==> config.mk <==
export PLATFORM = sky130hd
export DESIGN_NAME = process_ready_table_scheduler_unit
export DESIGN_NICKNAME = d
export VERILOG_FILES = /design/src/rtl/prts_pkg.sv /design/src/rtl/prts_ram.sv /design/src/rtl/prts_divmod.sv /design/src/rtl/process_ready_table_scheduler_unit.sv
export SDC_FILE = /design/constraint.sdc
export NUM_CORES = 2
export LEC_CHECK = 0
export BUFFER_PORTS_ARGS = -buffer_cell sky130_fd_sc_hd__buf_2
export CORE_UTILIZATION = 45
export DETAILED_ROUTE_END_ITERATION = 6
export GPL_ROUTABILITY_DRIVEN = 1
export SLEW_MARGIN = 10
export SYNTH_ARGS = -nofsm -noshare
export SYNTH_HDL_FRONTEND = slang
export SYNTH_SLANG_ARGS = --single-unit
==> constraint.sdc <==
create_clock -name clk -period 5 [get_ports clk]
set_clock_uncertainty 0.15 [all_clocks]
set_input_delay 1.25 -clock clk [delete_from_list [all_inputs] [get_ports clk]]
set_output_delay 1.25 -clock clk [all_outputs]
set_load 0.01 [all_outputs]
==> src/rtl/prts_pkg.sv <==
`default_nettype none

package prts_pkg;

    localparam int FUNC_W   = 2;
    localparam int MODE_W   = 2;
    localparam int ID_W     = 31;
    localparam int PRI_W    = 7;
    localparam int BURST_W  = 16;
    localparam int STATUS_W = 2;
    localparam int SLOT_W   = 5;
    localparam int LEFT_W   = 6;
    localparam int LFSR_W   = 16;
    localparam int KEY_W    = 16;

    typedef logic [FUNC_W-1:0]   func_t;
    typedef logic [MODE_W-1:0]   mode_t;
    typedef logic [ID_W-1:0]     id_t;
    typedef logic [PRI_W-1:0]    pri_t;
    typedef logic [BURST_W-1:0]  burst_t;
    typedef logic [STATUS_W-1:0] status_t;
    typedef logic [SLOT_W-1:0]   slot_t;
    typedef logic [LEFT_W-1:0]   left_t;
    typedef logic [LFSR_W-1:0]   lfsr_t;
    typedef logic [KEY_W-1:0]    key_t;

    localparam func_t FUNC_LOAD     = 2'd0;
    localparam func_t FUNC_DISPATCH = 2'd1;
    localparam func_t FUNC_TICK     = 2'd2;

    localparam mode_t MODE_FCFS     = 2'd0;
    localparam mode_t MODE_RANDOM   = 2'd1;
    localparam mode_t MODE_SHORTEST = 2'd2;
    localparam mode_t MODE_PRIORITY = 2'd3;

    localparam status_t STATUS_OK    = 2'd0;
    localparam status_t STATUS_FULL  = 2'd1;
    localparam status_t STATUS_EMPTY = 2'd2;

    localparam lfsr_t LFSR_SEED = 16'h0001;
    localparam lfsr_t LFSR_MASK = 16'hB400;

    // Galois LFSR, shift right
    function automatic lfsr_t lfsr_step(input lfsr_t v);
        lfsr_t s;
        s = v >> 1;
        if (v[0])
        begin
            s = s ^ LFSR_MASK;
        end
        return s;
    endfunction

endpackage

`default_nettype wire

==> src/rtl/prts_ram.sv <==
`default_nettype none

module prts_ram #(
    parameter int WIDTH = 16,
    parameter int DEPTH = 32
) (
    input  wire logic                     clk,
    input  wire logic                     we,
    input  wire logic [$clog2(DEPTH)-1:0] waddr,
    input  wire logic [WIDTH-1:0]         wdata,
    input  wire logic [$clog2(DEPTH)-1:0] raddr,
    output logic      [WIDTH-1:0]         rdata
);

    logic [WIDTH-1:0] mem [DEPTH];

    always_ff @(posedge clk)
    begin
        if (we)
        begin
            mem[waddr] <= wdata;
        end
        rdata <= mem[raddr];
    end

endmodule

`default_nettype wire

==> src/rtl/prts_divmod.sv <==
`default_nettype none

// restoring remainder, one dividend bit per cycle
module prts_divmod #(
    parameter int DW = 16,
    parameter int VW = 9
) (
    input  wire logic          clk,
    input  wire logic          rst_n,
    input  wire logic          start,
    input  wire logic [DW-1:0] dividend,
    input  wire logic [VW-1:0] divisor,
    output logic               done,
    output logic      [VW-1:0] rem
);

    localparam int SW = $clog2(DW);

    logic          busy_reg;
    logic          done_reg;
    logic [SW-1:0] cnt_reg;
    logic [DW-1:0] quo_reg;
    logic [VW-1:0] rem_reg;
    logic [VW-1:0] dvs_reg;
    logic [VW:0]   shifted;
    logic [VW:0]   diff;
    logic          ge;

    always_comb
    begin
        shifted = {rem_reg, quo_reg[DW-1]};
        ge      = shifted >= {1'b0, dvs_reg};
        diff    = shifted - {1'b0, dvs_reg};
    end

    always_ff @(posedge clk or negedge rst_n)
    begin
        if (!rst_n)
        begin
            busy_reg <= 1'b0;
            done_reg <= 1'b0;
            cnt_reg  <= '0;
        end
        else if (start)
        begin
            busy_reg <= 1'b1;
            done_reg <= 1'b0;
            cnt_reg  <= SW'(DW - 1);
        end
        else if (busy_reg)
        begin
            cnt_reg <= cnt_reg - 1'b1;
            if (cnt_reg == '0)
            begin
                busy_reg <= 1'b0;
                done_reg <= 1'b1;
            end
        end
        else
        begin
            done_reg <= 1'b0;
        end
    end

    always_ff @(posedge clk)
    begin
        if (start)
        begin
            quo_reg <= dividend;
            rem_reg <= '0;
            dvs_reg <= divisor;
        end
        else if (busy_reg)
        begin
            quo_reg <= {quo_reg[DW-2:0], 1'b0};
            rem_reg <= ge ? diff[VW-1:0] : shifted[VW-1:0];
        end
    end

    assign done = done_reg;
    assign rem  = rem_reg;

endmodule

`default_nettype wire

==> src/rtl/process_ready_table_scheduler_unit.sv <==
`default_nettype none

// Channel  | handshake                 | payload
// ---------+---------------------------+--------------------------------------------
// cfg      | cfg_we                    | cfg_data (sched_mode)
// in       | in_valid / in_stall       | func, proc_id, proc_priority, burst_time
// out      | out_valid / out_stall     | status, slot, out_id, out_priority,
//          |                           | out_burst, left_count
//
// Load, rejected item, unused func: go straight to S_FINISH, then into the output register.
// Tick and dispatch scan in S_SCAN, one table slot per cycle through a single comparator
// and the RAM read port; dispatch then passes S_FETCH and S_LATCH before S_FINISH.
// Random dispatch first waits in S_DIV for the bit-serial LFSR modulo.
// Next item is taken in the cycle after the result is loaded into the output register.
// Reset clears counts and dispatched marks, seeds the LFSR and sets FCFS mode; no clearing pass.
// in_stall is high while an item is in progress; a stalled result is held.
module process_ready_table_scheduler_unit
    import prts_pkg::*;
#(
    parameter int TABLE_DEPTH = 32
) (
    input  wire logic    clk,
    input  wire logic    rst_n,
    input  wire logic    cfg_we,
    input  wire mode_t   cfg_data,
    input  wire logic    in_valid,
    output logic         in_stall,
    input  wire func_t   func,
    input  wire id_t     proc_id,
    input  wire pri_t    proc_priority,
    input  wire burst_t  burst_time,
    output logic         out_valid,
    input  wire logic    out_stall,
    output status_t      status,
    output slot_t        slot,
    output id_t          out_id,
    output pri_t         out_priority,
    output burst_t       out_burst,
    output left_t        left_count
);

    localparam int AW = $clog2(TABLE_DEPTH);
    localparam int CW = $clog2(TABLE_DEPTH + 1);

    localparam logic [2:0] S_IDLE   = 3'd0;
    localparam logic [2:0] S_DIV    = 3'd1;
    localparam logic [2:0] S_SCAN   = 3'd2;
    localparam logic [2:0] S_FETCH  = 3'd3;
    localparam logic [2:0] S_LATCH  = 3'd4;
    localparam logic [2:0] S_FINISH = 3'd5;

    logic [2:0]             state_reg, state_next;
    mode_t                  mode_reg;
    logic [CW-1:0]          entry_reg, entry_next;
    logic [CW-1:0]          remain_reg, remain_next;
    lfsr_t                  lfsr_reg, lfsr_next;
    logic [TABLE_DEPTH-1:0] mark_reg, mark_next;
    logic [CW-1:0]          scan_idx_reg, scan_idx_next;
    logic                   pipe_vld_reg, pipe_vld_next;
    logic [AW-1:0]          pipe_idx_reg, pipe_idx_next;
    logic                   found_reg, found_next;
    logic [AW-1:0]          best_reg, best_next;
    key_t                   best_key_reg, best_key_next;
    logic [CW-1:0]          seen_reg, seen_next;
    logic [CW-1:0]          target_reg, target_next;
    logic                   tick_reg, tick_next;
    status_t                res_status_reg, res_status_next;
    slot_t                  res_slot_reg, res_slot_next;
    id_t                    res_id_reg, res_id_next;
    pri_t                   res_pri_reg, res_pri_next;
    burst_t                 res_burst_reg, res_burst_next;

    logic                   out_valid_reg;
    status_t                out_status_reg;
    slot_t                  out_slot_reg;
    id_t                    out_id_reg;
    pri_t                   out_pri_reg;
    burst_t                 out_burst_reg;
    left_t                  out_left_reg;
    logic                   out_load;

    logic                   load_we;
    logic                   pri_we;
    logic [AW-1:0]          pri_waddr;
    pri_t                   pri_wdata;
    logic [AW-1:0]          rd_addr;
    id_t                    id_rdata;
    pri_t                   pri_rdata;
    burst_t                 burst_rdata;

    logic                   div_start;
    lfsr_t                  lfsr_adv;
    logic                   div_done;
    logic [CW-1:0]          div_rem;

    logic                   issue;
    key_t                   key;
    key_t                   cmp_a, cmp_b;
    logic                   cmp_lt, cmp_eq;
    logic [SLOT_W+AW-1:0]   entry_wide, best_wide;
    logic [LEFT_W+CW-1:0]   left_wide;

    prts_ram #(.WIDTH(ID_W), .DEPTH(TABLE_DEPTH)) u_id_ram (
        .clk   (clk),
        .we    (load_we),
        .waddr (entry_reg[AW-1:0]),
        .wdata (proc_id),
        .raddr (rd_addr),
        .rdata (id_rdata)
    );

    prts_ram #(.WIDTH(PRI_W), .DEPTH(TABLE_DEPTH)) u_pri_ram (
        .clk   (clk),
        .we    (pri_we),
        .waddr (pri_waddr),
        .wdata (pri_wdata),
        .raddr (rd_addr),
        .rdata (pri_rdata)
    );

    prts_ram #(.WIDTH(BURST_W), .DEPTH(TABLE_DEPTH)) u_burst_ram (
        .clk   (clk),
        .we    (load_we),
        .waddr (entry_reg[AW-1:0]),
        .wdata (burst_time),
        .raddr (rd_addr),
        .rdata (burst_rdata)
    );

    prts_divmod #(.DW(LFSR_W), .VW(CW)) u_divmod (
        .clk      (clk),
        .rst_n    (rst_n),
        .start    (div_start),
        .dividend (lfsr_adv),
        .divisor  (remain_reg),
        .done     (div_done),
        .rem      (div_rem)
    );

    assign lfsr_adv   = lfsr_step(lfsr_reg);
    assign entry_wide = {{SLOT_W{1'b0}}, entry_reg[AW-1:0]};
    assign best_wide  = {{SLOT_W{1'b0}}, best_reg};
    assign left_wide  = {{LEFT_W{1'b0}}, remain_reg};

    // shared comparator: rank compare, or running count against random target
    always_comb
    begin
        key = (mode_reg == MODE_PRIORITY) ? KEY_W'(pri_rdata) : burst_rdata;
        if (mode_reg == MODE_RANDOM)
        begin
            cmp_a = KEY_W'(seen_reg);
            cmp_b = KEY_W'(target_reg);
        end
        else
        begin
            cmp_a = key;
            cmp_b = best_key_reg;
        end
        cmp_lt = cmp_a < cmp_b;
        cmp_eq = cmp_a == cmp_b;
    end

    always_comb
    begin
        state_next      = state_reg;
        entry_next      = entry_reg;
        remain_next     = remain_reg;
        lfsr_next       = lfsr_reg;
        mark_next       = mark_reg;
        scan_idx_next   = scan_idx_reg;
        pipe_vld_next   = 1'b0;
        pipe_idx_next   = scan_idx_reg[AW-1:0];
        found_next      = found_reg;
        best_next       = best_reg;
        best_key_next   = best_key_reg;
        seen_next       = seen_reg;
        target_next     = target_reg;
        tick_next       = tick_reg;
        res_status_next = res_status_reg;
        res_slot_next   = res_slot_reg;
        res_id_next     = res_id_reg;
        res_pri_next    = res_pri_reg;
        res_burst_next  = res_burst_reg;
        load_we         = 1'b0;
        pri_we          = 1'b0;
        pri_waddr       = pipe_idx_reg;
        pri_wdata       = pri_rdata - 1'b1;
        rd_addr         = scan_idx_reg[AW-1:0];
        div_start       = 1'b0;
        issue           = 1'b0;

        case (state_reg)
            S_IDLE:
            begin
                if (in_valid)
                begin
                    res_status_next = STATUS_OK;
                    res_slot_next   = '0;
                    res_id_next     = '0;
                    res_pri_next    = '0;
                    res_burst_next  = '0;
                    tick_next       = 1'b0;
                    scan_idx_next   = '0;
                    found_next      = 1'b0;
                    seen_next       = '0;
                    state_next      = S_FINISH;
                    case (func)
                        FUNC_LOAD:
                        begin
                            if (entry_reg == CW'(TABLE_DEPTH))
                            begin
                                res_status_next = STATUS_FULL;
                            end
                            else
                            begin
                                load_we                       = 1'b1;
                                pri_we                        = 1'b1;
                                pri_waddr                     = entry_reg[AW-1:0];
                                pri_wdata                     = proc_priority;
                                mark_next[entry_reg[AW-1:0]]  = 1'b0;
                                entry_next                    = entry_reg + 1'b1;
                                remain_next                   = remain_reg + 1'b1;
                                res_slot_next                 = entry_wide[SLOT_W-1:0];
                            end
                        end
                        FUNC_DISPATCH:
                        begin
                            if (remain_reg == '0)
                            begin
                                res_status_next = STATUS_EMPTY;
                            end
                            else if (mode_reg == MODE_RANDOM)
                            begin
                                lfsr_next  = lfsr_adv;
                                div_start  = 1'b1;
                                state_next = S_DIV;
                            end
                            else
                            begin
                                state_next = S_SCAN;
                            end
                        end
                        FUNC_TICK:
                        begin
                            tick_next  = 1'b1;
                            state_next = S_SCAN;
                        end
                        default:
                        begin
                            state_next = S_FINISH;
                        end
                    endcase
                end
            end
            S_DIV:
            begin
                if (div_done)
                begin
                    target_next = div_rem;
                    state_next  = S_SCAN;
                end
            end
            S_SCAN:
            begin
                issue = scan_idx_reg < entry_reg;
                if (issue)
                begin
                    scan_idx_next = scan_idx_reg + 1'b1;
                    pipe_vld_next = 1'b1;
                end
                if (pipe_vld_reg && !mark_reg[pipe_idx_reg])
                begin
                    if (tick_reg)
                    begin
                        pri_we = pri_rdata != '0;
                    end
                    else if (mode_reg == MODE_RANDOM)
                    begin
                        if (cmp_eq && !found_reg)
                        begin
                            found_next = 1'b1;
                            best_next  = pipe_idx_reg;
                        end
                        seen_next = seen_reg + 1'b1;
                    end
                    else if (!found_reg || (mode_reg != MODE_FCFS && cmp_lt))
                    begin
                        found_next    = 1'b1;
                        best_next     = pipe_idx_reg;
                        best_key_next = key;
                    end
                end
                if (!issue && !pipe_vld_reg)
                begin
                    state_next = tick_reg ? S_FINISH : S_FETCH;
                end
            end
            S_FETCH:
            begin
                rd_addr             = best_reg;
                mark_next[best_reg] = 1'b1;
                state_next          = S_LATCH;
            end
            S_LATCH:
            begin
                res_slot_next  = best_wide[SLOT_W-1:0];
                res_id_next    = id_rdata;
                res_pri_next   = pri_rdata;
                res_burst_next = burst_rdata;
                remain_next    = remain_reg - 1'b1;
                state_next     = S_FINISH;
            end
            S_FINISH:
            begin
                if (out_load)
                begin
                    state_next = S_IDLE;
                end
            end
            default:
            begin
                state_next = S_IDLE;
            end
        endcase
    end

    assign out_load = (state_reg == S_FINISH) && (!out_valid_reg || !out_stall);

    always_ff @(posedge clk or negedge rst_n)
    begin
        if (!rst_n)
        begin
            state_reg     <= S_IDLE;
            mode_reg      <= MODE_FCFS;
            entry_reg     <= '0;
            remain_reg    <= '0;
            lfsr_reg      <= LFSR_SEED;
            mark_reg      <= '0;
            scan_idx_reg  <= '0;
            pipe_vld_reg  <= 1'b0;
            found_reg     <= 1'b0;
            seen_reg      <= '0;
            tick_reg      <= 1'b0;
            out_valid_reg <= 1'b0;
        end
        else
        begin
            state_reg    <= state_next;
            if (cfg_we)
            begin
                mode_reg <= cfg_data;
            end
            entry_reg    <= entry_next;
            remain_reg   <= remain_next;
            lfsr_reg     <= lfsr_next;
            mark_reg     <= mark_next;
            scan_idx_reg <= scan_idx_next;
            pipe_vld_reg <= pipe_vld_next;
            found_reg    <= found_next;
            seen_reg     <= seen_next;
            tick_reg     <= tick_next;
            if (out_load)
            begin
                out_valid_reg <= 1'b1;
            end
            else if (!out_stall)
            begin
                out_valid_reg <= 1'b0;
            end
        end
    end

    always_ff @(posedge clk)
    begin
        pipe_idx_reg   <= pipe_idx_next;
        best_reg       <= best_next;
        best_key_reg   <= best_key_next;
        target_reg     <= target_next;
        res_status_reg <= res_status_next;
        res_slot_reg   <= res_slot_next;
        res_id_reg     <= res_id_next;
        res_pri_reg    <= res_pri_next;
        res_burst_reg  <= res_burst_next;
        if (out_load)
        begin
            out_status_reg <= res_status_reg;
            out_slot_reg   <= res_slot_reg;
            out_id_reg     <= res_id_reg;
            out_pri_reg    <= res_pri_reg;
            out_burst_reg  <= res_burst_reg;
            out_left_reg   <= left_wide[LEFT_W-1:0];
        end
    end

    assign in_stall     = state_reg != S_IDLE;
    assign out_valid    = out_valid_reg;
    assign status       = out_status_reg;
    assign slot         = out_slot_reg;
    assign out_id       = out_id_reg;
    assign out_priority = out_pri_reg;
    assign out_burst    = out_burst_reg;
    assign left_count   = out_left_reg;

    a_remain_le_entry: assert property (@(posedge clk) disable iff (!rst_n)
        remain_reg <= entry_reg)
        else $error("more undispatched processes than loaded ones");

    a_entry_bound: assert property (@(posedge clk) disable iff (!rst_n)
        entry_reg <= CW'(TABLE_DEPTH))
        else $error("entry count past table depth");

    a_fetch_pick: assert property (@(posedge clk) disable iff (!rst_n)
        state_reg == S_FETCH |-> found_reg && !mark_reg[best_reg])
        else $error("dispatch picked no slot or a dispatched slot");

    a_div_done: assert property (@(posedge clk) disable iff (!rst_n)
        div_done |-> state_reg == S_DIV)
        else $error("modulo result outside random pick");

    a_remain_drop: assert property (@(posedge clk) disable iff (!rst_n)
        remain_reg < $past(remain_reg) |-> $past(state_reg) == S_LATCH)
        else $error("undispatched count fell outside a dispatch");

endmodule

`default_nettype wire
==> metrics.cfg <==
[run_status]
status=finished clean

[clock_network]
worstSkewPairLatency_ns=0.86
cts_tree=yes
htreeDepth=4
cts_setup_buffers=0
clock_tree.root_cell=clkbuf_16
cts_hold_buf=0
clk_path_buf_depth=3
cts.sinks=2057
cts_resized=0
clkTransAtPathRegs_ns=0.06
cts_buffers=204

[placed_design]
dp_hpwl_mm=126
placedCellCount=8454
port_buffers=131
globalplace.congestion=0.853

[logic_synthesis]
synth_area_leaders=edfxtp_1, nand2_1, nand3_1
syn_nets=6292
postSynthRegisterBits=2057
synth_edf_count=1905
synth_cells=6184
synth_cell_types=59
ys_warn_count=0
synthFlopType=edfxtp_1
syn_area_sq_um=80300
yosys.cell_count.top_type=edfxtp_1
async_flop_share=0.0423
syn_area_per_cell_sq_um=13.0
synth_common_cells=edfxtp_1, nand2_1, nor2_1, nand3_1, a21oi_1
synth_top_cell_by_area=edfxtp_1
yosysTopAreaCellShare=0.713
synth_seq_area_share=0.756

[worst_hold_path]
hold_path_class=in -> async

[detailed_routing]
vias_per_cell=5.68
num_vias=50200
dr.pass1.iters=6
wl_per_cell_um=25.0
drtIter0Drc=5332
ant_nets=0
drc=0
wl_mm=221

[timing]
hold_slack_ns=0.199
rsz0062_at_grt=false
slew_viol_final=0
fin_crit_ns=4.27
fin_crit_sh=0.855
setup_viol=0
tightest_slew_ns=1.11
relSlewSlack=0.253
clock.fmax_mhz=234
timing_hold_violations_final=0

[finish]
seqCellArea_sq_um=60700
largest_register_ffs=992
syn_to_final_growth_pct=13.6
final_cells=8851
drive_gt1_frac=0.103
regMostFlops=u_id_ram.mem
multi_input_area_sq_um=18500
fillers=14800
nets=6428
reg_top3=u_id_ram.mem x992, u_burst_ram.mem x512, u_pri_ram.mem x224

[setup_path]
r2r_setup_slack_ns=0.73
start_kind=flip-flop
critPathMaxFanout=86
regToRegStartpoint=state_reg[2]
path_class=reg -> reg
reg2reg_to=u_id_ram.rdata[3]
worstSetupStartpoint=state_reg[2]
end_kind=flip-flop
cp.arrival_ns=4.87
cp.required_ns=5.60
r2r_cells=9

[die]
fp.dieH_um=424
core_area_sq_um=177000
rows=154
die_area_sq_um=180000
die-width_um=424
ios=132
initial_core_util=0.454

[pwr]
power_density_nw_per_um2=522
ir_worst_vdd_mv=0.578
leakage_uw=0.0317

[global_route]
antenna_found_initial=5
grt_usage=0.244
grt_pass1_wl_mm=326
grt_max_degree=141
grt_pass1_vias=48800
grt-ovfl-total=0

[job]
drv_cap=0

[through the flow]
| step | instance area (sq um) | TNS (ns) | power, uW | setup WS, ns | utilization |
|---|---|---|---|---|---|
| after floorplan | 80300 | -102.54 | 28300 | -0.134 | - |
| after global placement | 84600 | 0 | 32800 | 0.483 | 0.479 |
| after detailed placement | 84600 | 0 | 33000 | 0.409 | 0.479 |
| after CTS | 91200 | 0 | 47900 | 0.769 | 0.516 |
| after global routing | 91200 | 0 | 49600 | 0.400 | 0.516 |
| final | 91200 | 0 | 47600 | 0.726 | 0.516 |
[logic make-up after synthesis]
family	count (synthesis)	share of synthesized area
AOI/OAI and AO/OA	706	0.0492
buffers and inverters	396	0.0198
and+or+nand+nor	2853	0.150
DFF	2057	0.756
xor gates and xnor gates	29	0.00316
muxes	98	0.0142
adders and majority gates	45	0.00720
[final cells by class]
| type | count | share of cell area |
|---|---|---|
| Sequential cell | 2057 | 0.666 |
| Multi-Input combinational cell | 3731 | 0.203 |
| Clock buffer | 285 | 0.0620 |
| Tap cell | 2340 | 0.0321 |
| Timing Repair Buffer | 283 | 0.0252 |
| Clock inverter | 104 | 0.0103 |
| Inverter | 43 | 0.00177 |
| Antenna cell | 8 | 0.000220 |
[how the worst max path moves through the flow]
stage                                  end  slack (ns)
floorplan           u_burst_ram.mem[15][0]       -0.13
global placement       u_pri_ram.mem[2][1]        0.48
detailed placement     u_pri_ram.mem[2][1]        0.41
CTS                            best_reg[3]        0.77
global route                   best_reg[3]        0.40
finish                   u_id_ram.rdata[3]        0.73
[worst max-delay path, cell delays in order, from the launching register on]
cell,delay (ns)
dfrtp_2,0.40
buf_4,0.39
and4b_1,0.51
a21o_4,0.48
buf_4,0.84
nor2_1,0.07
nor2_1,0.13
o22ai_1,0.09
nor4_1,0.60
and3_1,0.34
[cell usage in the layout, fill, tap and decap left out, drive strengths merged, types with 10 or more instances in the layout]
master,count
nand2,1422
nor2,601
mux2i,69
dfrtp,86
nor4,59
nand3,557
bufinv,10
xnor2,18
a21oi,300
mux4,10
o21ai,187
a21o,11
ha,43
nor3,40
and2,17
a211oi,57
and3,107
mux2,19
edfxtp,1905
xor2,11
inv,50
buf,283
o22ai,114
clkbuf,285
nor2b,16
dfxtp,65
clkinv,83
[routing by layer]
metal,wire (um),GRT usage,share of wire
met1,93200,0.340,0.42
met2,107000,0.399,0.48
met3,15300,0.0359,0.069
met4,6070,0.0709,0.027
met5,13,0,0.000059
[where the power goes]
group          internal (uW)  switching (uW)  leakage (uW)
clock                   8440            6570       0.00321
combinational           3340            8310       0.00961
sequential             20300             708        0.0189
total                  32000           15600        0.0317
No activity file was read; power rests on OpenSTA's default activity.
